==> src/rtl/tgr_pkg.sv <==
// ----------------------------------------------------------------------------
// tgr_pkg
// Shared types, constants and the 5x7 font table of the glyph rasterizer.
// ----------------------------------------------------------------------------
package tgr_pkg;

	localparam int SCREEN_WIDTH  = 320;
	localparam int SCREEN_HEIGHT = 240;

	localparam logic [7:0] CODE_FIRST   = 8'd32;
	localparam logic [7:0] CODE_LAST    = 8'd122;
	localparam logic [7:0] CODE_NEWLINE = 8'd10;

	localparam int GLYPH_COLS  = 5;
	localparam int GLYPH_ROWS  = 7;
	localparam int ADVANCE_MUL = 6;
	localparam int LINE_MUL    = 8;

	localparam logic [7:0] REG_TEXT_COLOR = 8'd0;
	localparam logic [7:0] REG_TEXT_SCALE = 8'd1;

	typedef enum logic [1:0] {
		ST_IDLE,
		ST_SCAN,
		ST_FINISH
	} state_t;

	typedef struct packed {
		logic load;
		logic scan;
		logic finish;
	} cmd_t;

	typedef struct packed {
		logic glyph_in;
		logic other_in;
		logic step_ok;
		logic last_dot;
		logic finish_ok;
	} status_t;

	// Column 0 sits in the top byte, column 4 in the bottom byte.
	function automatic logic [39:0] glyph_bits(input logic [6:0] idx);
		logic [39:0] g;
		case (idx)
			7'd0:  g = 40'h00_00_00_00_00;
			7'd1:  g = 40'h00_00_5F_00_00;
			7'd2:  g = 40'h00_07_00_07_00;
			7'd3:  g = 40'h14_7F_14_7F_14;
			7'd4:  g = 40'h24_2A_7F_2A_12;
			7'd5:  g = 40'h23_13_08_64_62;
			7'd6:  g = 40'h36_49_55_22_50;
			7'd7:  g = 40'h00_05_03_00_00;
			7'd8:  g = 40'h00_1C_22_41_00;
			7'd9:  g = 40'h00_41_22_1C_00;
			7'd10: g = 40'h14_08_3E_08_14;
			7'd11: g = 40'h08_08_3E_08_08;
			7'd12: g = 40'h00_50_30_00_00;
			7'd13: g = 40'h08_08_08_08_08;
			7'd14: g = 40'h00_60_60_00_00;
			7'd15: g = 40'h20_10_08_04_02;
			7'd16: g = 40'h3E_51_49_45_3E;
			7'd17: g = 40'h00_42_7F_40_00;
			7'd18: g = 40'h42_61_51_49_46;
			7'd19: g = 40'h21_41_45_4B_31;
			7'd20: g = 40'h18_14_12_7F_10;
			7'd21: g = 40'h27_45_45_45_39;
			7'd22: g = 40'h3C_4A_49_49_30;
			7'd23: g = 40'h01_71_09_05_03;
			7'd24: g = 40'h36_49_49_49_36;
			7'd25: g = 40'h06_49_49_29_1E;
			7'd26: g = 40'h00_36_36_00_00;
			7'd27: g = 40'h00_56_36_00_00;
			7'd28: g = 40'h08_14_22_41_00;
			7'd29: g = 40'h14_14_14_14_14;
			7'd30: g = 40'h00_41_22_14_08;
			7'd31: g = 40'h02_01_51_09_06;
			7'd32: g = 40'h32_49_79_41_3E;
			7'd33: g = 40'h7E_11_11_11_7E;
			7'd34: g = 40'h7F_49_49_49_36;
			7'd35: g = 40'h3E_41_41_41_22;
			7'd36: g = 40'h7F_41_41_22_1C;
			7'd37: g = 40'h7F_49_49_49_41;
			7'd38: g = 40'h7F_09_09_09_01;
			7'd39: g = 40'h3E_41_49_49_7A;
			7'd40: g = 40'h7F_08_08_08_7F;
			7'd41: g = 40'h00_41_7F_41_00;
			7'd42: g = 40'h20_40_41_3F_01;
			7'd43: g = 40'h7F_08_14_22_41;
			7'd44: g = 40'h7F_40_40_40_40;
			7'd45: g = 40'h7F_02_0C_02_7F;
			7'd46: g = 40'h7F_04_08_10_7F;
			7'd47: g = 40'h3E_41_41_41_3E;
			7'd48: g = 40'h7F_09_09_09_06;
			7'd49: g = 40'h3E_41_51_21_5E;
			7'd50: g = 40'h7F_09_19_29_46;
			7'd51: g = 40'h46_49_49_49_31;
			7'd52: g = 40'h01_01_7F_01_01;
			7'd53: g = 40'h3F_40_40_40_3F;
			7'd54: g = 40'h1F_20_40_20_1F;
			7'd55: g = 40'h3F_40_38_40_3F;
			7'd56: g = 40'h63_14_08_14_63;
			7'd57: g = 40'h07_08_70_08_07;
			7'd58: g = 40'h61_51_49_45_43;
			7'd59: g = 40'h00_7F_41_41_00;
			7'd60: g = 40'h02_04_08_10_20;
			7'd61: g = 40'h00_41_41_7F_00;
			7'd62: g = 40'h04_02_01_02_04;
			7'd63: g = 40'h40_40_40_40_40;
			7'd64: g = 40'h00_01_02_04_00;
			7'd65: g = 40'h20_54_54_54_78;
			7'd66: g = 40'h7F_48_44_44_38;
			7'd67: g = 40'h38_44_44_44_20;
			7'd68: g = 40'h38_44_44_48_7F;
			7'd69: g = 40'h38_54_54_54_18;
			7'd70: g = 40'h08_7E_09_01_02;
			7'd71: g = 40'h0C_52_52_52_3E;
			7'd72: g = 40'h7F_08_04_04_78;
			7'd73: g = 40'h00_44_7D_40_00;
			7'd74: g = 40'h20_40_44_3D_00;
			7'd75: g = 40'h7F_10_28_44_00;
			7'd76: g = 40'h00_41_7F_40_00;
			7'd77: g = 40'h7C_04_18_04_78;
			7'd78: g = 40'h7C_08_04_04_78;
			7'd79: g = 40'h38_44_44_44_38;
			7'd80: g = 40'h7C_14_14_14_08;
			7'd81: g = 40'h08_14_14_18_7C;
			7'd82: g = 40'h7C_08_04_04_08;
			7'd83: g = 40'h48_54_54_54_20;
			7'd84: g = 40'h04_3F_44_40_20;
			7'd85: g = 40'h3C_40_40_40_7C;
			7'd86: g = 40'h1C_20_40_20_1C;
			7'd87: g = 40'h3C_40_30_40_3C;
			7'd88: g = 40'h44_28_10_28_44;
			7'd89: g = 40'h0C_50_50_50_3C;
			7'd90: g = 40'h44_64_54_4C_44;
			default: g = 40'h00_00_00_00_00;
		endcase
		return g;
	endfunction

endpackage

==> src/rtl/tgr_ctrl.sv <==
// ----------------------------------------------------------------------------
// tgr_ctrl
// Sequencer of the glyph rasterizer: accept, dot scan and cursor finish.
// ----------------------------------------------------------------------------
module tgr_ctrl (
	input  logic             clk,
	input  logic             arst_n,
	input  logic             in_valid,
	output logic             in_ready,
	input  tgr_pkg::status_t status,
	output tgr_pkg::cmd_t    cmd
);
	import tgr_pkg::*;

	state_t state_q, state_d;

	always_ff @(posedge clk or negedge arst_n) begin
		if (!arst_n) begin
			state_q <= ST_IDLE;
		end else begin
			state_q <= state_d;
		end
	end

	always_comb begin
		state_d = state_q;
		case (state_q)
			ST_IDLE: begin
				if (in_valid) begin
					if (status.glyph_in) begin
						state_d = ST_SCAN;
					end else if (status.other_in) begin
						state_d = ST_FINISH;
					end
				end
			end
			ST_SCAN: begin
				if (status.step_ok && status.last_dot) begin
					state_d = ST_FINISH;
				end
			end
			ST_FINISH: begin
				if (status.finish_ok) begin
					state_d = ST_IDLE;
				end
			end
			default: state_d = ST_IDLE;
		endcase
	end

	always_comb begin
		in_ready   = 1'b0;
		cmd.load   = 1'b0;
		cmd.scan   = 1'b0;
		cmd.finish = 1'b0;
		case (state_q)
			ST_IDLE: begin
				in_ready = 1'b1;
				cmd.load = in_valid;
			end
			ST_SCAN:   cmd.scan   = 1'b1;
			ST_FINISH: cmd.finish = 1'b1;
			default: ;
		endcase
	end

`ifndef NO_ASSERTIONS
	a_scan_to_finish: assert property (@(posedge clk) disable iff (!arst_n)
		(state_q == ST_SCAN && status.step_ok && status.last_dot) |=> state_q == ST_FINISH)
		else $error("scan did not end in finish");
`endif

endmodule

==> config.mk <==
export PLATFORM = sky130hd
export DESIGN_NAME = tgr_ctrl
export DESIGN_NICKNAME = d
export VERILOG_FILES = /design/src/rtl/tgr_pkg.sv /design/src/rtl/tgr_ctrl.sv
export SDC_FILE = /design/constraint.sdc
export NUM_CORES = 1
export LEC_CHECK = 0
export BUFFER_PORTS_ARGS = -buffer_cell sky130_fd_sc_hd__buf_2
export CORE_AREA = 3 3 40 42
export CTS_CLUSTER_DIAMETER = 60
export CTS_CLUSTER_SIZE = 20
export DETAILED_ROUTE_END_ITERATION = 8
export DIE_AREA = 0 0 43 45
export PLACE_DENSITY = 0.3
export SETUP_SLACK_MARGIN = 0.4
export SLEW_MARGIN = 40
export SYNTH_ARGS = -nofsm -noshare
export SYNTH_HDL_FRONTEND = slang
export SYNTH_SLANG_ARGS = --single-unit
export TNS_END_PERCENT = 20
==> constraint.sdc <==
create_clock -name clk -period 1.76 [get_ports clk]
set_input_delay 0.264 -clock clk [delete_from_list [all_inputs] [get_ports clk]]
set_output_delay 0.264 -clock clk [all_outputs]
set_load 0.05 [all_outputs]
# After elaboration in Yosys (flattened, before gate mapping)
# Index checks and enable logic that the tools add are counted.
# op_classes
eq_ne	6
n_reduce_logical	3
mux	10
# ops
cell	n
$mux W2	5
$ne A2 B2 Y1 const B	3
$pmux W2 S3	1
$mux W1	4
$reduce_and A4 Y1	1
$ne A3 B3 Y1 const B	1
$eq A2 B1 Y1 const B	1
$eq A2 B2 Y1 const B	1
$logic_not A2 Y1	1
$logic_and A1 B1 Y1	1
# word_totals
ff_bits	2
output_inout_bits	4

# Logic depth before layout (Yosys ltp)
# Gate-level depths: netlist of run 1.
# depth
depth_word	4
ltp_mapped	2
depth_no_buf	2

# Least setup slack after synthesis of run 1
# No wires, ideal clock.
# synth_path
path_type	register -> register
start	register state_q[0]
end	register state_q[1]
synth_period_minus_slack_ns	2.017
slack_ns	-0.257
required_ns	1.689
path_stages_with_launch	3
arrival_ns	1.946
path_cell_list	dfrtp_1 -> nor3b_1 -> a311o_1
# synth_between
elab_chain_len	3
word_cells_on_any_way	9
cone_classes	eq/ne (6); mux (1); reduce/logical (2)
# synth_rtl
item	line	rtl
from (decl)	tgr_ctrl.sv:15	state_t state_q, state_d;
from (signal assigned)	tgr_ctrl.sv:21	state_q <= state_d;
$eq A2 B1 Y1 (tied with other cells)	tgr_ctrl.sv:27	case (state_q)
$ne A2 B2 Y1 (no line) / $ne A3 B3 Y1 (equally long branches)	-	
$reduce_and A4 Y1 (no line)	-	
# Several ways; a longest one is shown, not always the timed one.
# A chain may end at the register's enable or synchronous reset.

==> impl_metrics.json, run 1 <==
{
  "avgViaCountPerCell": 3.65,
  "syn_area_per_cell_um2": 10.2,
  "final_max_slew_viol_count": 0,
  "ys_warn_count": 0,
  "skew_ns": 0.000309,
  "die_y_um": 45,
  "grt_max_degree": 9,
  "synth_edf_count": 0,
  "relSlewSlack_pct": 83.5,
  "tightest_slew_ns": 0.249,
  "fin_crit_ns": 1.34,
  "hp-class": "in -> reg",
  "clockPowerShare_pct": 20.3,
  "power_switching_w": 0.000245,
  "top_register": "state_q",
  "portBuffers": 11,
  "drcViolationCount": 0,
  "die_w_um": 43,
  "diodes": 0,
  "reg_top3": "state_q: 2 flops",
  "wl_per_cell_um": 9.23,
  "routed_wl_um": 397,
  "end_kind": "output pin",
  "syn_nets": 21,
  "ys_types": 10,
  "ir_drop_v": 0.000350,
  "p_sw_share_pct": 49.3,
  "status": "finished clean",
  "intPower_w": 0.000251,
  "cts.sinks": 2,
  "regArea_um2": 52.6,
  "synth_top_area_share_pct": 37.7,
  "clk_pin_slew_ns": 0.03,
  "power_frac_comb_pct": 58.2,
  "leakagePower_nw": 0.129,
  "max_freq_ghz": 0.744,
  "finalSetupTns_ns": 0,
  "setup_viol": 0,
  "pin_count": 12,
  "fin_crit_sh_pct": 76.3,
  "largest_reg_flops": 2,
  "drt_iter0_markers": 0,
  "critical_path_arrival_ns": 1.08,
  "coreArea_um2": 1280,
  "power_density_nw_per_um2": 1880,
  "multi_input_area_um2": 90.1,
  "post_cts_buffers": 0,
  "synthesis.area_um2": 133,
  "yosys.area_share.xor_xnor_pct": 0,
  "start_util_pct": 10.3,
  "syn_to_final_growth_pct": 99.1,
  "cp-start-kind": "register",
  "cpPeakStageDelay_ns": 0.45,
  "grt_setup_unrepaired": "yes",
  "synth_compound_area_share_pct": 18.9,
  "grt_usage_pct": 5.00,
  "clock_latency_ns": 0.22,
  "fill_cells": 146,
  "p_seq_share_pct": 21.6,
  "grt_pass1_wl_um": 621,
  "cts_buffers": 3,
  "synthTopCellsByArea": "dfrtp_1, and2b_2, nor3b_1",
  "nets": 38,
  "synth_commonest_cells": "and2b_2, dfrtp_1, nor3b_1",
  "yosysTopAreaCell": "dfrtp_1",
  "htree_levels": 1,
  "yosys.area_share.adder_pct": 0,
  "critPathMaxFanout": 8,
  "crit_type": "reg -> out",
  "yosysSeqAreaShare_pct": 37.7,
  "cts_tree": "yes",
  "antenna_found_initial": 0,
  "synth_top_family_by_area": "simple AND/OR/NAND/NOR gates",
  "rows": 13,
  "yosys.area_share.simple_pct": 40.6,
  "vias": 157,
  "cap_viol_max_count": 0,
  "cts_root_buf": "clkbuf_4",
  "required_ns": 1.50,
  "slowest_stage": "dfrtp_2",
  "dieArea_um2": 1940,
  "clk_path_buf_depth": 2,
  "final_antenna_net_count": 0,
  "grt_pass1_vias": 164,
  "grt_overflow": 0,
  "drt-pass1-iter-count": 1,
  "synth-main-ff-cell": "dfrtp_1",
  "reg2reg_slack_ns": 0.69,
  "report.final.hold_viol_count": 0,
  "layout-drive-gt1-share_pct": 71.4,
  "synthArstFlopShare_pct": 100,
  "crit_chain": "and2b_2 > buf_4",
  "holdWs_ns": 0.318,
  "synth_seq_cells": 2,
  "syn_inst": 13,
  "place_congestion": 0.679,
  "synth_mux_area_share_pct": 0
}
-- cells by family after synthesis --
| logic type | Yosys count |
|---|---|
| flops | 2 |
| compound gates | 3 |
| simple gates | 7 |
| buf+inv | 1 |
-- power by group through the flow --
stage	sequential, W	combinational, W	clock, W
6_report	0.000107	0.000289	0.000101
3_3_place_gp	0.000101	0.000271	0
5_1_grt	0.000113	0.000306	0.000112
2_1_floorplan	0.0000942	0.000217	0
4_1_cts	0.000107	0.000292	0.000109
3_5_place_dp	0.000104	0.000268	0
-- path summary, 6_finish.rpt --
check / startpoint / to / cells past startpoint
setup / recovery: state_q[0] / cmd[0] / 2
hold / removal: status[3] / state_q[1] / 2
setup reg to reg: state_q[0] / state_q[1] / 2
hold reg to reg: state_q[1] / state_q[0] / 1
max in group asynchronous: arst_n / state_q[1] / 2
min in group asynchronous: arst_n / state_q[0] / 2
-- layout by cell type, fill, tap and decap left out, drive strengths merged --
cell	synthesis	layout
dlygate4sd3	0	1
nand3b	1	1
nor3b	2	2
a21oi	1	1
a311o	1	1
and4b	1	1
inv	1	1
dfrtp	2	2
clkbuf	0	3
nor2	1	1
a21bo	1	1
buf	0	11
and2b	2	2
-- critical path, delay by kind of cell, from the launching register on --
family | cells | cell delay [ns]
buffers and inverters | 1 | 0.18
AND/OR/NAND/NOR | 1 | 0.22
flip-flops | 1 | 0.45
-- per-layer routing --
layer  up-vias  global-route usage [%]  share of wire, %
li1         78                       -                 -
met1        65                    4.83                39
met2        12                    6.59                40
met3         2                    1.20                17
met4         0                    9.04               3.5
met5         -                       0                 0
-- layout make-up --
cell class,count,share of cell area [%]
flip-flops and latches,2,19.9
repair buffers,12,28.9
clock buffers,3,8.53
inverters,1,1.42
multi-input cells,10,34.1
well taps,15,7.11
-- through the flow --
stage / instances / setup slack, ns / util, % / total power [W] / cell area [um2]
final: 43 / 0.416 / 20.5 / 0.000496 / 264
after global routing: 43 / 0.372 / 20.5 / 0.000530 / 264
after CTS: 43 / 0.386 / 20.5 / 0.000509 / 264
after detailed placement: 39 / 0.526 / 16.9 / 0.000372 / 218
after global placement: 39 / 0.555 / 16.9 / 0.000372 / 218
after floorplan: 13 / 0.384 / - / 0.000312 / 144
-- repair_timing --
action                                  4_1_cts  5_1_grt
gates resized for setup                       6        0
endpoints found under the hold margin         2        0
pin swaps                                     0        1
hold buffers                                  1        0
endpoints found under the setup margin        3        4
Note: power is estimated with default switching activity, not from simulation.
==> inputs of run 2 (changes only) <==
Clock period 1.76 ns to 1.3 ns, I/O delays scaled along.
==> impl_metrics.json, run 2 (synthesized netlist as in run 1, its figures left out) <==
{
  "hp-class": "in -> reg",
  "layout-drive-gt1-share_pct": 75.9,
  "coreArea_um2": 1280,
  "p_sw_share_pct": 45.6,
  "place_inst": 39,
  "antenna_found_initial": 0,
  "crit_chain": "nor3b_4 > buf_6",
  "cts_buffers": 3,
  "die_y_um": 45,
  "largest_reg_flops": 2,
  "cp-start-kind": "register",
  "drcViolationCount": 0,
  "top_register": "state_q",
  "intPower_w": 0.000417,
  "relSlewSlack_pct": 87.4,
  "syn_to_final_growth_pct": 123,
  "clk_path_buf_depth": 2,
  "cts_tree": "yes",
  "place_area_um2": 220,
  "crit_family": "flip-flops",
  "drt-pass1-iter-count": 1,
  "layout_commonest_cell": "buf_2",
  "crit_type": "reg -> out",
  "cpPeakStageDelay_ns": 0.44,
  "cts_root_buf": "clkbuf_4",
  "power_switching_w": 0.000349,
  "cts.sinks": 2,
  "fin_area_um2": 295,
  "status": "finished clean",
  "setup_viol": 0,
  "instances_no_fill": 44,
  "place_congestion": 0.696,
  "clock_latency_ns": 0.22,
  "avgViaCountPerCell": 3.43,
  "portBuffers": 11,
  "nets": 39,
  "grt_pass1_vias": 159,
  "p_seq_share_pct": 19.0,
  "fin_crit_ns": 1.28,
  "max_freq_ghz": 0.783,
  "critPathMaxFanout": 7,
  "reg_top3": "state_q: 2 flops",
  "final_antenna_net_count": 0,
  "diodes": 0,
  "htree_levels": 1,
  "report.final.hold_viol_count": 0,
  "tightest_slew_ns": 0.189,
  "slowest_stage": "dfrtp_2",
  "power_frac_comb_pct": 63.4,
  "wl_per_cell_um": 8.25,
  "grt_max_degree": 9,
  "rows": 13,
  "grt_overflow": 0,
  "power_density_nw_per_um2": 2600,
  "routed_wl_um": 363,
  "pin_count": 12,
  "grt_setup_unrepaired": "yes",
  "fill_cells": 142,
  "grt_pass1_wl_um": 593,
  "vias": 151,
  "final_max_slew_viol_count": 0,
  "required_ns": 1.11,
  "critical_path_arrival_ns": 1.08,
  "end_kind": "output pin",
  "critPathBufInv": 1,
  "ir_drop_v": 0.000588,
  "final_cell_mix": "buf_2, clkbuf_4",
  "leakagePower_nw": 0.141,
  "clockPowerShare_pct": 17.6,
  "start_util_pct": 10.3,
  "skew_ns": 0.00261,
  "die_w_um": 43,
  "drt_iter0_markers": 0,
  "grt_usage_pct": 4.66,
  "cap_viol_max_count": 0,
  "clk_pin_slew_ns": 0.03,
  "fin_crit_sh_pct": 98.2,
  "dieArea_um2": 1940
}
==> run 2: changes by cell type in the layout (fill, tap and decap cells not counted), sizes merged <==
cell | before | now
buf | 11 | 12
==> run 2: path summary, 6_finish.rpt <==
kind,end,depth (start not counted),slack (ns),start
hold / removal,state_q[0],3,0.25,status[4]
setup / recovery,cmd[2],2,0.02,state_q[0]
min in group asynchronous,state_q[0],2,0.29,arst_n
max in group asynchronous,state_q[1],2,0.90,arst_n
setup reg to reg,state_q[1],3,0.11,state_q[0]
hold reg to reg,state_q[0],1,0.53,state_q[1]
==> run 2: cell type report <==
| type | instances | area [um2] | area share (%) |
|---|---|---|---|
| flip-flops and latches | 2 | 52.6 | 17.8 |
| well taps | 15 | 18.8 | 6.36 |
| clock buffers | 3 | 22.5 | 7.63 |
| repair buffers | 13 | 105 | 35.6 |
| multi-input cells | 10 | 92.6 | 31.4 |
| inverters | 1 | 3.75 | 1.27 |
==> run 2: metal layers <==
| layer | track usage, % | vias up | routed length, um |
|---|---|---|---|
| li1 | - | 81 | - |
| met1 | 4.58 | 62 | 177 |
| met2 | 5.69 | 8 | 150 |
| met3 | 2.39 | 0 | 35 |
| met4 | 7.23 | 0 | 0 |
| met5 | 0 | - | 0 |
==> run 2: stage by stage <==
| stage | util (%) | power, W | worst slack [ns] | hold WS (ns) | TNS (ns) |
|---|---|---|---|---|---|
| after global routing | 23.0 | 0.000810 | -0.0127 | 0.252 | -0.0127 |
| after detailed placement | 17.1 | 0.000509 | 0.149 | -0.0169 | 0 |
| final | 23.0 | 0.000766 | 0.0230 | 0.251 | 0 |
| after global placement | 17.1 | 0.000510 | 0.145 | -0.0180 | 0 |
| after floorplan | - | 0.000429 | 0.0247 | -0.101 | 0 |
| after CTS | 20.7 | 0.000692 | 0.0102 | 0.247 | 0 |
==> run 2: timing repair <==
| action | in CTS | in global routing |
|---|---|---|
| gates resized for setup | 6 | 7 |
| buffers inserted | 0 | 1 |
| setup endpoints to repair | 6 | 6 |
| endpoints found under the hold margin | 2 | 0 |
| hold buffers | 1 | 0 |
| pin swaps | 0 | 1 |
==> run 2: worst reg2reg max path: cells and delay by family, from the launching register on <==
| kind | cells | cell delay (ns) |
|---|---|---|
| flops | 1 | 0.44 |
| simple gates | 1 | 0.19 |
| compound gates | 1 | 0.28 |
| buf+inv | 1 | 0.15 |
==> run 2: power groups by stage <==
stage,clock network [W],registers [W],logic (W)
final,0.000135,0.000146,0.000486
after global routing,0.000151,0.000154,0.000504
after CTS,0.000145,0.000149,0.000399
after detailed placement,0,0.000143,0.000365
after global placement,0,0.000142,0.000368
after floorplan,0,0.000132,0.000298
